## config.mk

```make
export PLATFORM = sky130hd
export DESIGN_NAME = delta_feature_filter
export DESIGN_NICKNAME = d
export VERILOG_FILES = /design/src/design/dff_pkg.sv /design/src/design/dff_ctrl.sv /design/src/design/dff_dpath.sv /design/src/design/delta_feature_filter.sv
export SDC_FILE = /design/constraint.sdc
export NUM_CORES = 1
export LEC_CHECK = 0
export ABC_CLOCK_PERIOD_IN_PS = 14200
export BUFFER_PORTS_ARGS = -buffer_cell sky130_fd_sc_hd__buf_2
export CORE_MARGIN = 8
export CORE_UTILIZATION = 45
export DETAILED_ROUTE_END_ITERATION = 6
export MAX_ROUTING_LAYER = met4
export REMOVE_ABC_BUFFERS = 1
export SYNTH_ARGS = -nofsm -noshare
export SYNTH_HDL_FRONTEND = slang
export SYNTH_SLANG_ARGS = --single-unit
```

## constraint.sdc

```tcl
create_clock -name clk -period 14.2 [get_ports clk]
set_input_delay 1.42 -clock clk [delete_from_list [all_inputs] [get_ports clk]]
set_output_delay 1.42 -clock clk [all_outputs]
set_load 0.01 [all_outputs]
```

## src/design/dff_pkg.sv

```systemverilog
package dff_pkg;

  localparam int MAX_HALF_WINDOW = 8;
  localparam int SAMPLE_WIDTH = 16;

  localparam int HIST_DEPTH = 2 * MAX_HALF_WINDOW + 1;
  localparam int HIDX_W = $clog2(HIST_DEPTH);
  localparam int W_W = $clog2(MAX_HALF_WINDOW + 1);
  localparam int J_W = W_W + 1;
  localparam int P_W = W_W + 2;
  localparam int CNT_W = 5;
  localparam int HW_W = 4;
  localparam int COEFF_W = 24;
  localparam int DELTA_W = SAMPLE_WIDTH + $clog2(MAX_HALF_WINDOW * (MAX_HALF_WINDOW + 1) + 1);
  localparam int PROD_W = SAMPLE_WIDTH + J_W;
  localparam int DIFF_W = DELTA_W + 1;
  localparam int SAT_W = (DIFF_W > COEFF_W) ? DIFF_W : COEFF_W;
  localparam int CMP_A = (CNT_W > HW_W) ? CNT_W : HW_W;
  localparam int CMP_B = (W_W + 1 > CMP_A) ? W_W + 1 : CMP_A;
  localparam int CMP_W = CMP_B + 1;

  localparam int CFG_IDX_W = 1;
  localparam int CFG_DATA_W = HW_W;
  localparam logic [CFG_IDX_W-1:0] REG_HALF_WINDOW = 1'd0;
  localparam logic [CFG_IDX_W-1:0] REG_SECOND_ORDER = 1'd1;
  localparam logic [HW_W-1:0] HALF_WINDOW_RESET = 4'd2;

  localparam logic [CNT_W-1:0] COUNT_MAX = '1;
  localparam logic signed [SAT_W-1:0] COEFF_MAX = SAT_W'(2 ** (COEFF_W - 1) - 1);
  localparam logic signed [SAT_W-1:0] COEFF_MIN = SAT_W'(-(2 ** (COEFF_W - 1)));

  typedef enum logic [2:0] {
    S_IDLE,
    S_MAC,
    S_COMMIT,
    S_EMIT,
    S_EXTRA
  } dff_state_t;

  typedef enum logic {
    SEL_DELTA,
    SEL_EXTRA
  } dff_out_sel_t;

  typedef struct packed {
    logic         accept;
    logic         mac_init;
    logic         mac_step;
    logic         commit;
    logic         d_dec;
    logic         out_load;
    dff_out_sel_t out_sel;
    logic         out_eos;
    logic         seq_end;
  } dff_cmd_t;

  typedef struct packed {
    logic go;
    logic final_item;
    logic mac_last;
    logic d_zero;
    logic out_free;
    logic second_order;
    logic m_ge1;
  } dff_sts_t;

endpackage

```

## src/design/dff_ctrl.sv

```systemverilog
module dff_ctrl (
  input  logic              clk,
  input  logic              rst,
  input  logic              in_valid,
  output logic              in_stall,
  input  dff_pkg::dff_sts_t sts,
  output dff_pkg::dff_cmd_t cmd
);
  import dff_pkg::*;

  dff_state_t state;
  dff_state_t state_next;
  logic       need_emit;

  assign need_emit = !sts.second_order || sts.m_ge1;

  always_ff @(posedge clk) begin
    if (rst) begin
      state <= S_IDLE;
    end else begin
      state <= state_next;
    end
  end

  always_comb begin
    state_next = state;
    unique case (state)
      S_IDLE: begin
        if (in_valid && sts.go) state_next = S_MAC;
      end
      S_MAC: begin
        if (sts.mac_last) state_next = S_COMMIT;
      end
      S_COMMIT: begin
        state_next = S_EMIT;
      end
      S_EMIT: begin
        if (!need_emit || sts.out_free) begin
          if (sts.final_item && !sts.d_zero) state_next = S_MAC;
          else if (sts.final_item && sts.second_order) state_next = S_EXTRA;
          else state_next = S_IDLE;
        end
      end
      S_EXTRA: begin
        if (sts.out_free) state_next = S_IDLE;
      end
      default: begin
        state_next = S_IDLE;
      end
    endcase
  end

  always_comb begin
    cmd = '0;
    cmd.out_sel = SEL_DELTA;
    in_stall = 1'b1;
    unique case (state)
      S_IDLE: begin
        in_stall = 1'b0;
        if (in_valid) begin
          cmd.accept = 1'b1;
          cmd.mac_init = 1'b1;
        end
      end
      S_MAC: begin
        cmd.mac_step = 1'b1;
      end
      S_COMMIT: begin
        cmd.commit = 1'b1;
      end
      S_EMIT: begin
        if (!need_emit || sts.out_free) begin
          cmd.out_load = need_emit;
          cmd.out_eos = sts.final_item && !sts.second_order && sts.d_zero;
          if (sts.final_item && !sts.d_zero) begin
            cmd.d_dec = 1'b1;
            cmd.mac_init = 1'b1;
          end else if (sts.final_item && !sts.second_order) begin
            cmd.seq_end = 1'b1;
          end
        end
      end
      S_EXTRA: begin
        if (sts.out_free) begin
          cmd.out_load = 1'b1;
          cmd.out_sel = SEL_EXTRA;
          cmd.out_eos = 1'b1;
          cmd.seq_end = 1'b1;
        end
      end
      default: begin
        in_stall = 1'b1;
      end
    endcase
  end

endmodule

```

## src/design/dff_dpath.sv

```systemverilog
module dff_dpath (
  input  logic                                clk,
  input  logic                                rst,
  input  logic                                cfg_we,
  input  logic [dff_pkg::CFG_IDX_W-1:0]       cfg_index,
  input  logic [dff_pkg::CFG_DATA_W-1:0]      cfg_data,
  input  logic signed [dff_pkg::SAMPLE_WIDTH-1:0] sample,
  input  logic                                is_final,
  input  logic                                out_stall,
  output logic                                out_valid,
  output logic signed [dff_pkg::COEFF_W-1:0]  coeff,
  output logic                                end_of_sequence,
  input  dff_pkg::dff_cmd_t                   cmd,
  output dff_pkg::dff_sts_t                   sts
);
  import dff_pkg::*;

  logic [HW_W-1:0]                half_window;
  logic                           second_order;
  logic signed [SAMPLE_WIDTH-1:0] history [HIST_DEPTH];
  logic [CNT_W-1:0]               seen_count;
  logic [CNT_W-1:0]               emitted_count;
  logic signed [SAMPLE_WIDTH-1:0] first_sample;
  logic [CNT_W-1:0]               t_reg;
  logic [W_W-1:0]                 w_reg;
  logic [W_W-1:0]                 d_reg;
  logic                           final_reg;
  logic signed [J_W-1:0]          j_reg;
  logic signed [DELTA_W-1:0]      acc;
  logic signed [DELTA_W-1:0]      delta_history [3];
  logic                           m_ge1;
  logic                           m_ge2;

  logic [W_W-1:0]                 w_cfg;
  logic [W_W-1:0]                 w_use;
  logic [P_W-1:0]                 p;
  logic [P_W-2:0]                 p_mag;
  logic signed [SAMPLE_WIDTH-1:0] tap;
  logic signed [PROD_W-1:0]       prod;
  logic signed [DELTA_W-1:0]      sub_b;
  logic signed [DIFF_W-1:0]       diff;
  logic signed [SAT_W-1:0]        diff_ext;
  logic signed [COEFF_W-1:0]      coeff_next;
  logic                           out_free;
  logic                           seen_below_w;

  // window size clamped to the supported maximum
  assign w_cfg = (CMP_W'(half_window) > CMP_W'(MAX_HALF_WINDOW)) ?
                 W_W'(MAX_HALF_WINDOW) : W_W'(half_window);
  assign w_use = cmd.accept ? w_cfg : w_reg;
  assign seen_below_w = CMP_W'(seen_count) < CMP_W'(w_cfg);

  always_ff @(posedge clk) begin
    if (rst) begin
      half_window <= HALF_WINDOW_RESET;
      second_order <= 1'b0;
    end else if (cfg_we) begin
      unique case (cfg_index)
        REG_HALF_WINDOW: half_window <= cfg_data[HW_W-1:0];
        REG_SECOND_ORDER: second_order <= cfg_data[0];
        default: half_window <= half_window;
      endcase
    end
  end

  always_ff @(posedge clk) begin
    if (cmd.accept) begin
      for (int k = 1; k < HIST_DEPTH; k++) history[k] <= history[k-1];
      history[0] <= sample;
    end
  end

  // tap with edge replication
  assign p = P_W'(d_reg) + P_W'(j_reg);
  assign p_mag = p[P_W-2:0];
  assign tap = p[P_W-1] ? history[0] :
               (CMP_W'(p_mag) > CMP_W'(t_reg)) ? first_sample : history[p_mag[HIDX_W-1:0]];
  assign prod = PROD_W'(j_reg) * PROD_W'(tap);

  always_ff @(posedge clk) begin
    if (rst) begin
      seen_count <= '0;
      emitted_count <= '0;
      first_sample <= '0;
      t_reg <= '0;
      w_reg <= '0;
      d_reg <= '0;
      final_reg <= 1'b0;
      j_reg <= '0;
      m_ge1 <= 1'b0;
      m_ge2 <= 1'b0;
    end else begin
      if (cmd.accept) begin
        if (seen_count == '0) first_sample <= sample;
        t_reg <= seen_count;
        if (seen_count != COUNT_MAX) seen_count <= seen_count + CNT_W'(1);
        w_reg <= w_cfg;
        final_reg <= is_final;
        d_reg <= (is_final && seen_below_w) ? W_W'(seen_count) : w_cfg;
      end
      if (cmd.mac_init) begin
        j_reg <= -$signed(J_W'(w_use));
      end else if (cmd.mac_step) begin
        j_reg <= j_reg + J_W'(1);
      end
      if (cmd.commit) begin
        if (emitted_count != COUNT_MAX) emitted_count <= emitted_count + CNT_W'(1);
        m_ge1 <= emitted_count >= CNT_W'(1);
        m_ge2 <= emitted_count >= CNT_W'(2);
      end
      if (cmd.d_dec) d_reg <= d_reg - W_W'(1);
      if (cmd.seq_end) begin
        seen_count <= '0;
        emitted_count <= '0;
        first_sample <= '0;
      end
    end
  end

  always_ff @(posedge clk) begin
    if (cmd.mac_init) begin
      acc <= '0;
    end else if (cmd.mac_step) begin
      acc <= acc + DELTA_W'(prod);
    end
    if (cmd.commit) begin
      delta_history[2] <= delta_history[1];
      delta_history[1] <= delta_history[0];
      delta_history[0] <= acc;
    end
  end

  // delta, delta-delta, or closing delta-delta at the far edge
  assign sub_b = (cmd.out_sel == SEL_EXTRA) ?
                 ((emitted_count >= CNT_W'(2)) ? delta_history[1] : delta_history[0]) :
                 (second_order ? (m_ge2 ? delta_history[2] : delta_history[1]) : '0);
  assign diff = DIFF_W'(delta_history[0]) - DIFF_W'(sub_b);
  assign diff_ext = SAT_W'(diff);
  assign coeff_next = (diff_ext > COEFF_MAX) ? COEFF_W'(COEFF_MAX) :
                      (diff_ext < COEFF_MIN) ? COEFF_W'(COEFF_MIN) : COEFF_W'(diff_ext);

  assign out_free = !out_valid || !out_stall;

  always_ff @(posedge clk) begin
    if (rst) begin
      out_valid <= 1'b0;
    end else if (cmd.out_load) begin
      out_valid <= 1'b1;
    end else if (!out_stall) begin
      out_valid <= 1'b0;
    end
  end

  always_ff @(posedge clk) begin
    if (cmd.out_load) begin
      coeff <= coeff_next;
      end_of_sequence <= cmd.out_eos;
    end
  end

  always_comb begin
    sts.go = is_final || !seen_below_w;
    sts.final_item = final_reg;
    sts.mac_last = (j_reg == J_W'(w_reg));
    sts.d_zero = (d_reg == '0);
    sts.out_free = out_free;
    sts.second_order = second_order;
    sts.m_ge1 = m_ge1;
  end

  a_load_free: assert property (@(posedge clk) disable iff (rst)
    cmd.out_load |-> out_free)
    else $error("result loaded over an untaken beat");

  a_eos_clears: assert property (@(posedge clk) disable iff (rst)
    (cmd.out_load && cmd.out_eos) |=> (seen_count == '0 && emitted_count == '0))
    else $error("sequence counters not cleared after last beat");

  a_tap_range: assert property (@(posedge clk) disable iff (rst)
    cmd.mac_step |-> (j_reg <= $signed({1'b0, w_reg})))
    else $error("tap index past window");

  a_commit_full: assert property (@(posedge clk) disable iff (rst)
    cmd.commit |-> (j_reg == J_W'(w_reg) + J_W'(1)))
    else $error("delta committed before all taps summed");

endmodule

```

## src/design/delta_feature_filter.sv

```systemverilog
// channel | signals                              | accepted when
// --------+--------------------------------------+---------------------------
// in      | in_valid, in_stall, sample, is_final | in_valid && !in_stall
// out     | out_valid, out_stall, coeff,         | out_valid && !out_stall
//         | end_of_sequence                      |
// cfg     | cfg_we, cfg_index, cfg_data          | cfg_we
//
// a sample that yields no delta leaves the block idle; one that yields a delta runs
// a serial multiply-accumulate over the 2W+1 taps, W the clamped half window
// a final sample runs it for each of its n pending positions (up to W+1), followed,
// in delta-delta mode, by the closing delta-delta beat; rst is synchronous and resets all control
// the result register holds a stalled beat while the next sample is taken
// a second result waits in the emit step; in_stall is high while a sample is in work
module delta_feature_filter (
  input  logic                                    clk,
  input  logic                                    rst,
  input  logic                                    cfg_we,
  input  logic [dff_pkg::CFG_IDX_W-1:0]           cfg_index,
  input  logic [dff_pkg::CFG_DATA_W-1:0]          cfg_data,
  input  logic                                    in_valid,
  output logic                                    in_stall,
  input  logic signed [dff_pkg::SAMPLE_WIDTH-1:0] sample,
  input  logic                                    is_final,
  output logic                                    out_valid,
  input  logic                                    out_stall,
  output logic signed [dff_pkg::COEFF_W-1:0]      coeff,
  output logic                                    end_of_sequence
);
  import dff_pkg::*;

  dff_cmd_t cmd;
  dff_sts_t sts;

  dff_ctrl u_ctrl (
    .clk      (clk),
    .rst      (rst),
    .in_valid (in_valid),
    .in_stall (in_stall),
    .sts      (sts),
    .cmd      (cmd)
  );

  dff_dpath u_dpath (
    .clk             (clk),
    .rst             (rst),
    .cfg_we          (cfg_we),
    .cfg_index       (cfg_index),
    .cfg_data        (cfg_data),
    .sample          (sample),
    .is_final        (is_final),
    .out_stall       (out_stall),
    .out_valid       (out_valid),
    .coeff           (coeff),
    .end_of_sequence (end_of_sequence),
    .cmd             (cmd),
    .sts             (sts)
  );

endmodule

```

; After elaboration in Yosys (flattened, before gate mapping)
; Memories as Yosys holds them, arrays and structs flattened.
; Index checks and enable logic that the tools add are counted.
[op_classes]
addsub = 8
eq_ne = 12
order_cmp = 7
multipliers = 1
muxes = 44
reduce_logical = 28
n_bitwise = 1
[op_table]
columns = op, count
row1 = 2-to-1 mux 23 bit, 4
row2 = 2-to-1 mux 16 bit, 2
row3 = greater-than comparator 24 bit (second input constant), 1
row4 = less-than comparator 24 bit (second input constant), 1
row5 = 2-to-1 mux 24 bit, 1
row6 = 2-to-1 mux 4 bit, 6
row7 = subtractor 23 x 23 -> 24 bit, 1
row8 = adder 23 x 21 -> 23 bit, 1
row9 = multiplier 5 x 16 -> 21 bit, 1
row10 = 2-to-1 mux 3 bit, 6
row11 = 2-to-1 mux 1 bit, 16
row12 = case mux 3 bit (5 select lines), 1
row13 = adder 5 x 1 -> 5 bit (second input constant), 2
row14 = 2-to-1 mux 5 bit, 2
row15 = inequality test 5 bit (second input constant), 2
row16 = AND reduction 2 bit, 5
row17 = inequality test 2 x 1 -> 1 bit (second input constant), 4
row18 = adder 5 x 5 -> 6 bit, 1
row19 = equality test 3 x 2 -> 1 bit (second input constant), 2
row20 = logical AND 1 bit, 6
row21 = logical NOT 1 bit, 6
row22 = 2-to-1 mux 2 bit, 3
row23 = adder 5 x 2 -> 5 bit (second input constant), 1
row24 = equality test 5 x 4 -> 1 bit, 1
row25 = other kinds (20), 25
[totals]
mem_bits_rw = 341
n_memories = 2
ff_bits = 104
in_bits = 27
[mem_list]
columns = memory, words, width, rd, rd_clocked_by_memory_dff, wr, line
row1 = u_dpath.history, 17, 16, 17, 0, 17, dff_dpath.sv:20  ; logic signed [SAMPLE_WIDTH-1:0] history [HIST_DEPTH];
row2 = u_dpath.delta_history, 3, 23, 3, 0, 3, dff_dpath.sv:30  ; logic signed [DELTA_W-1:0] delta_history [3];

; Depth between registers and ports, before layout
[depth]
ltp_word = 8
mapped_depth = 36

; Hierarchy
; Synthesis repeated with hierarchy kept, for this count alone.
[hier_totals]
hier_cells = 1661
area_unflattened_um2 = 22918.2
[modules_own_cells]
columns = module, area_per_inst_um2, instances, cells_each
row1 = dff_dpath, 22580.4, 1, 1616
row2 = dff_ctrl, 337.8, 1, 45

; Worst setup path after synthesis
; No wires, ideal clock.
[synth_timing]
path_type = reg-to-reg
from = reg u_dpath.j_reg[1]
to = reg u_dpath.acc[22]
required_ns = 14.075
path_slack_ns = 6.169
path_buffers = 4
setup_ns = 0.125
path_stages_with_launch = 35
arrival_ns = 7.906
period_less_slack_ns = 8.031
path_cell_list = dfxtp_1 > clkbuf_1 > clkinv_1 > fa_1 > nor2b_1 > o21ai_1 > and3_1 > or2_1 > buf_4 > inv_2 > buf_6 > ha_1 > and4_1 > a21oi_1 > o31a_1 > nor2_2 > buf_4 > o2111ai_1 > and3_1 > nand2_1 > fa_1 > fa_1 > inv_1 > fa_1 > inv_1 > fa_1 > inv_1 > ha_1 > a21o_1 > a21oi_1 > o211ai_1 > a21o_1 > a221oi_1 > mux2i_1 > a21oi_1
[synth_via]
elab_chain_cells = 6
[synth_lines]
columns = item, line
row1 = from (decl), dff_dpath.sv:28  ; logic signed [J_W-1:0] j_reg;
row2 = from (signal assigned), dff_dpath.sv:102  ; j_reg <= -$signed(J_W'(w_use));
row3 = from (signal assigned), dff_dpath.sv:104  ; j_reg <= j_reg + J_W'(1);
row4 = adder 5 x 5 -> 6 bit, dff_dpath.sv:74  ; assign p = P_W'(d_reg) + P_W'(j_reg);
row5 = memory read (17 x 16 bit) / greater-than comparator 5 bit (equally long branches), --
row6 = 2-to-1 mux 16 bit, dff_dpath.sv:77  ; (CMP_W'(p_mag) > CMP_W'(t_reg)) ? first_sample : history[p_mag[HIDX_W-1:0]];
row7 = 2-to-1 mux 16 bit, dff_dpath.sv:76  ; assign tap = p[P_W-1] ? history[0] :
row8 = multiplier 5 x 16 -> 21 bit *, dff_dpath.sv:78  ; assign prod = PROD_W'(j_reg) * PROD_W'(tap);
row9 = adder 23 x 21 -> 23 bit *, dff_dpath.sv:124  ; acc <= acc + DELTA_W'(prod);
row10 = to (signal assigned), dff_dpath.sv:124
row11 = to (decl), dff_dpath.sv:29  ; logic signed [DELTA_W-1:0] acc;
; Mark *: on every way between the ends. The rest lies on a longest branch, timed or not.
; A chain may end at the register's enable or synchronous reset.

; Worst setup path in the final report
; Ends and elaborated chain as after synthesis.

==> impl_results.md <==
* Post-synth EDFFs at 366
* WP buf/inv at 6
* Htree depth at 2
* DIE AREA at 57990 um^2
* Largest stage delay, worst path at 0.66 ns
* CTS tree: yes
* Primary FF master, synth: edfxtp_1
* R2R setup slack at 4.71 ns
* Hold_sp: u_dpath.acc[7]$_SDFFE_PP0P_
* Post-Synthesis Cell Area at 22740 um^2
* Via density at 5.392
* Crit path max-delay family: adder cells
* Post-Route WL at 45030 um
* Ratio of cells with drive above 1 in the final layout at 13.81%
* Peak VDD IR at 148.8 uV
* Final Cycle Share at 66.84%
* Post-CTS sizing at 0
* Io pins at 54
* Wire length of the first global-routing pass at 73160 um
* Worst-Margin Slew at 1.159 ns
* Post-route cell area at 25240 um^2
* Hold Path Stages at 0
* Clock skew at 0.02193 ns
* Vias in the first global route at 13.47k
* Area growth from synthesis to layout at 10.97%
* Routed WL per cell at 18.09 um
* DP Area at 23640 um^2
* Slew Limit Fails at 0
* Worst relative slew slack at 22.63%
* CP Launch Type: register
* Share of the synthesized area in the top cell type at 48.33%
* Initial Util at 45.42%
* Worst-Skew Late Latency at 0.59 ns
* Maximum clock rate at 105.4 MHz
* Die W at 240.8 um
* Met3 routed WL at 2162 um
* CTS buffer count at 48
* Largest net degree at the start of global routing at 140
* Reg-to-reg endpoint: u_dpath.acc[22]$_SDFFE_PP0P_
* Commonest cells in the netlist: edfxtp_1, nor2_1, nand2_1
* PortBufs at 53
* Sequential fraction of the synthesis area at 55.28%
* DRC viols at 0
* Unique masters post-synth at 69
* Max reg flops at 272
* CTS sink cnt at 445
* TritonRoute pass-1 iters at 5
* Root Buffer Master: clkbuf_16
* DRT antenna net count at 0
* Most common cell in the netlist: edfxtp_1
* Minimum clock period at 9.492 ns
* Met1 wire length at 21090 um
* DR top layer: met4
* Syn Inst Count at 1741
* Flops & latches, synth at 445
* Leak Pwr at 9.612 nW
* Largest registers: u_dpath.history x272, u_dpath.delta_history x69, u_dpath.coeff x24
* Clock transition at path regs at 0.06 ns
* Avg Cell Area, Syn at 13.06 um^2
* Reg2reg start: u_dpath.j_reg[1]$_SDFFE_PP0P_
* Yosys top cell by area: edfxtp_1
* Tot GR Track Use at 16.13%
* Hpwl dp at 31230 um
* Hold EP: u_dpath.delta_history[0][7]$_DFFE_PP_
* Placer congestion estimate at 0.8318
* Cell Pwr Density at 251.2 nW/um^2
* Setup violations, final at 0
* Grt ovf at 0
* Final Hold Viols at 0
* Initial DRC count at 885
* Fin nets at 1976
* Final Core Density at 50.40%
* Worst Setup End Kind: register
* Core area at 50070 um^2
* Antenna violations before repair at 0
* Die Ht at 240.8 um
* Post-CTS setup buffer count at 0
* Total number of yosys warnings at 0
* Largest Register: u_dpath.history
* Reg2reg path depth at 31
* Sum Neg Setup Slack at 0 ns
* Hold_buf cts at 0
* Status: complete, no violations
* Hold crit path type: reg2reg
* N_diodes at 0
* Num rows at 82
* Worst EP arrival at 9.91 ns
* CP max-delay cell: dfxtp_1
* Req. time, crit path at 14.62 ns
* Async SR Flop Fraction at 0%
* Max FO, Critical Path at 19
* Most used cell, CP: fa_1
* Most area-consuming cells after synthesis: edfxtp_1, dfxtp_1, fa_1, mux4_2, ha_1
* Vias after detailed routing at 13.43k
* RSZ-0062 raised after global routing: false
* Max-Cap Viols at 0
* Clock Path Buffers at 3
* Crit Path Class: reg2reg
* Routed wl met2 at 20880 um
* FILL cells at 4346
[logic make-up after synthesis]
kind of cell	synth area share (%)
XOR/XNOR	2.267
adder cells (fa/ha/maj)	11.84
flip-flops	55.28
buffers and inverters	3.807
multiplexers	10.15
AO/OA/AOI/OAI	7.411
AND/OR/NAND/NOR	9.243
[cells in the final DEF, fill, tap and decap left out, types with 9 or more instances in the layout]
cell type	instances
nand2_1	135
mux2i_1	54
edfxtp_1	366
xnor2_1	36
buf_2	53
dfxtp_1	79
ha_1	91
a21o_1	22
and3_1	25
a211oi_1	9
inv_1	126
or2_1	9
mux2_2	28
o21ai_1	12
nand3_1	43
nand2b_1	15
fa_1	76
mux4_2	64
nor3_1	14
clkbuf_16	49
and2_1	23
a22oi_1	12
buf_4	16
clkinv_2	9
o21ai_0	20
nor2b_1	18
clkbuf_1	12
xor2_1	20
a21oi_1	64
nor2_1	146
o2111ai_1	10
a31oi_1	38
[stage by stage]
step                      setup slack, ns  total power [W]  hold WS (ns)  std cells
final                               4.708         0.006338        0.4379       2490
after detailed placement            4.670         0.005120        0.4229       2402
after floorplan                     5.183         0.004392        0.4082       1661
after CTS                           4.617         0.006414        0.4369       2490
after global routing                4.066         0.006867        0.4419       2490
after global placement              5.022         0.005060        0.4164       2402
[per-layer routing]
layer | up-vias | track usage (%)
met1 | 6654 | 21.87
met4 | 0 | 4.659
met2 | 283 | 25.38
met5 | - | -
met3 | 59 | 2.215
li1 | 6431 | -
[where the power goes]
| group | internal, W | leakage (nW) | switching [W] |
|---|---|---|---|
| Clock | 0.000741 | 0.779 | 0.000510 |
| Sequential | 0.00190 | 4.10 | 0.000214 |
| Combinational | 0.00122 | 4.74 | 0.00175 |
| Total | 0.00387 | 9.61 | 0.00247 |
[final cells by class]
| class | instances | area, um^2 | share of cell area, % |
|---|---|---|---|
| clock buffers | 63 | 1299 | 5.147 |
| flip-flops and latches | 445 | 12570 | 49.82 |
| inverters | 132 | 503.0 | 1.993 |
| well taps | 672 | 840.8 | 3.332 |
| repair buffers | 69 | 385.4 | 1.527 |
| multi-input cells | 1084 | 9340 | 37.01 |
| clock inverters | 25 | 295.3 | 1.170 |
[worst max-delay path by stage]
stage / start / endpoint / cells past startpoint
2_1_floorplan: u_dpath.j_reg[1]$_SDFFE_PP0P_ / u_dpath.acc[22]$_SDFFE_PP0P_ / 26
3_3_place_gp: u_dpath.j_reg[1]$_SDFFE_PP0P_ / u_dpath.acc[22]$_SDFFE_PP0P_ / 31
3_5_place_dp: u_dpath.j_reg[1]$_SDFFE_PP0P_ / u_dpath.acc[22]$_SDFFE_PP0P_ / 31
4_1_cts: u_dpath.j_reg[1]$_SDFFE_PP0P_ / u_dpath.acc[22]$_SDFFE_PP0P_ / 31
5_1_grt: u_dpath.j_reg[1]$_SDFFE_PP0P_ / u_dpath.acc[22]$_SDFFE_PP0P_ / 31
6_report: u_dpath.j_reg[1]$_SDFFE_PP0P_ / u_dpath.acc[22]$_SDFFE_PP0P_ / 31
No activity file was read; power rests on OpenSTA's default activity.
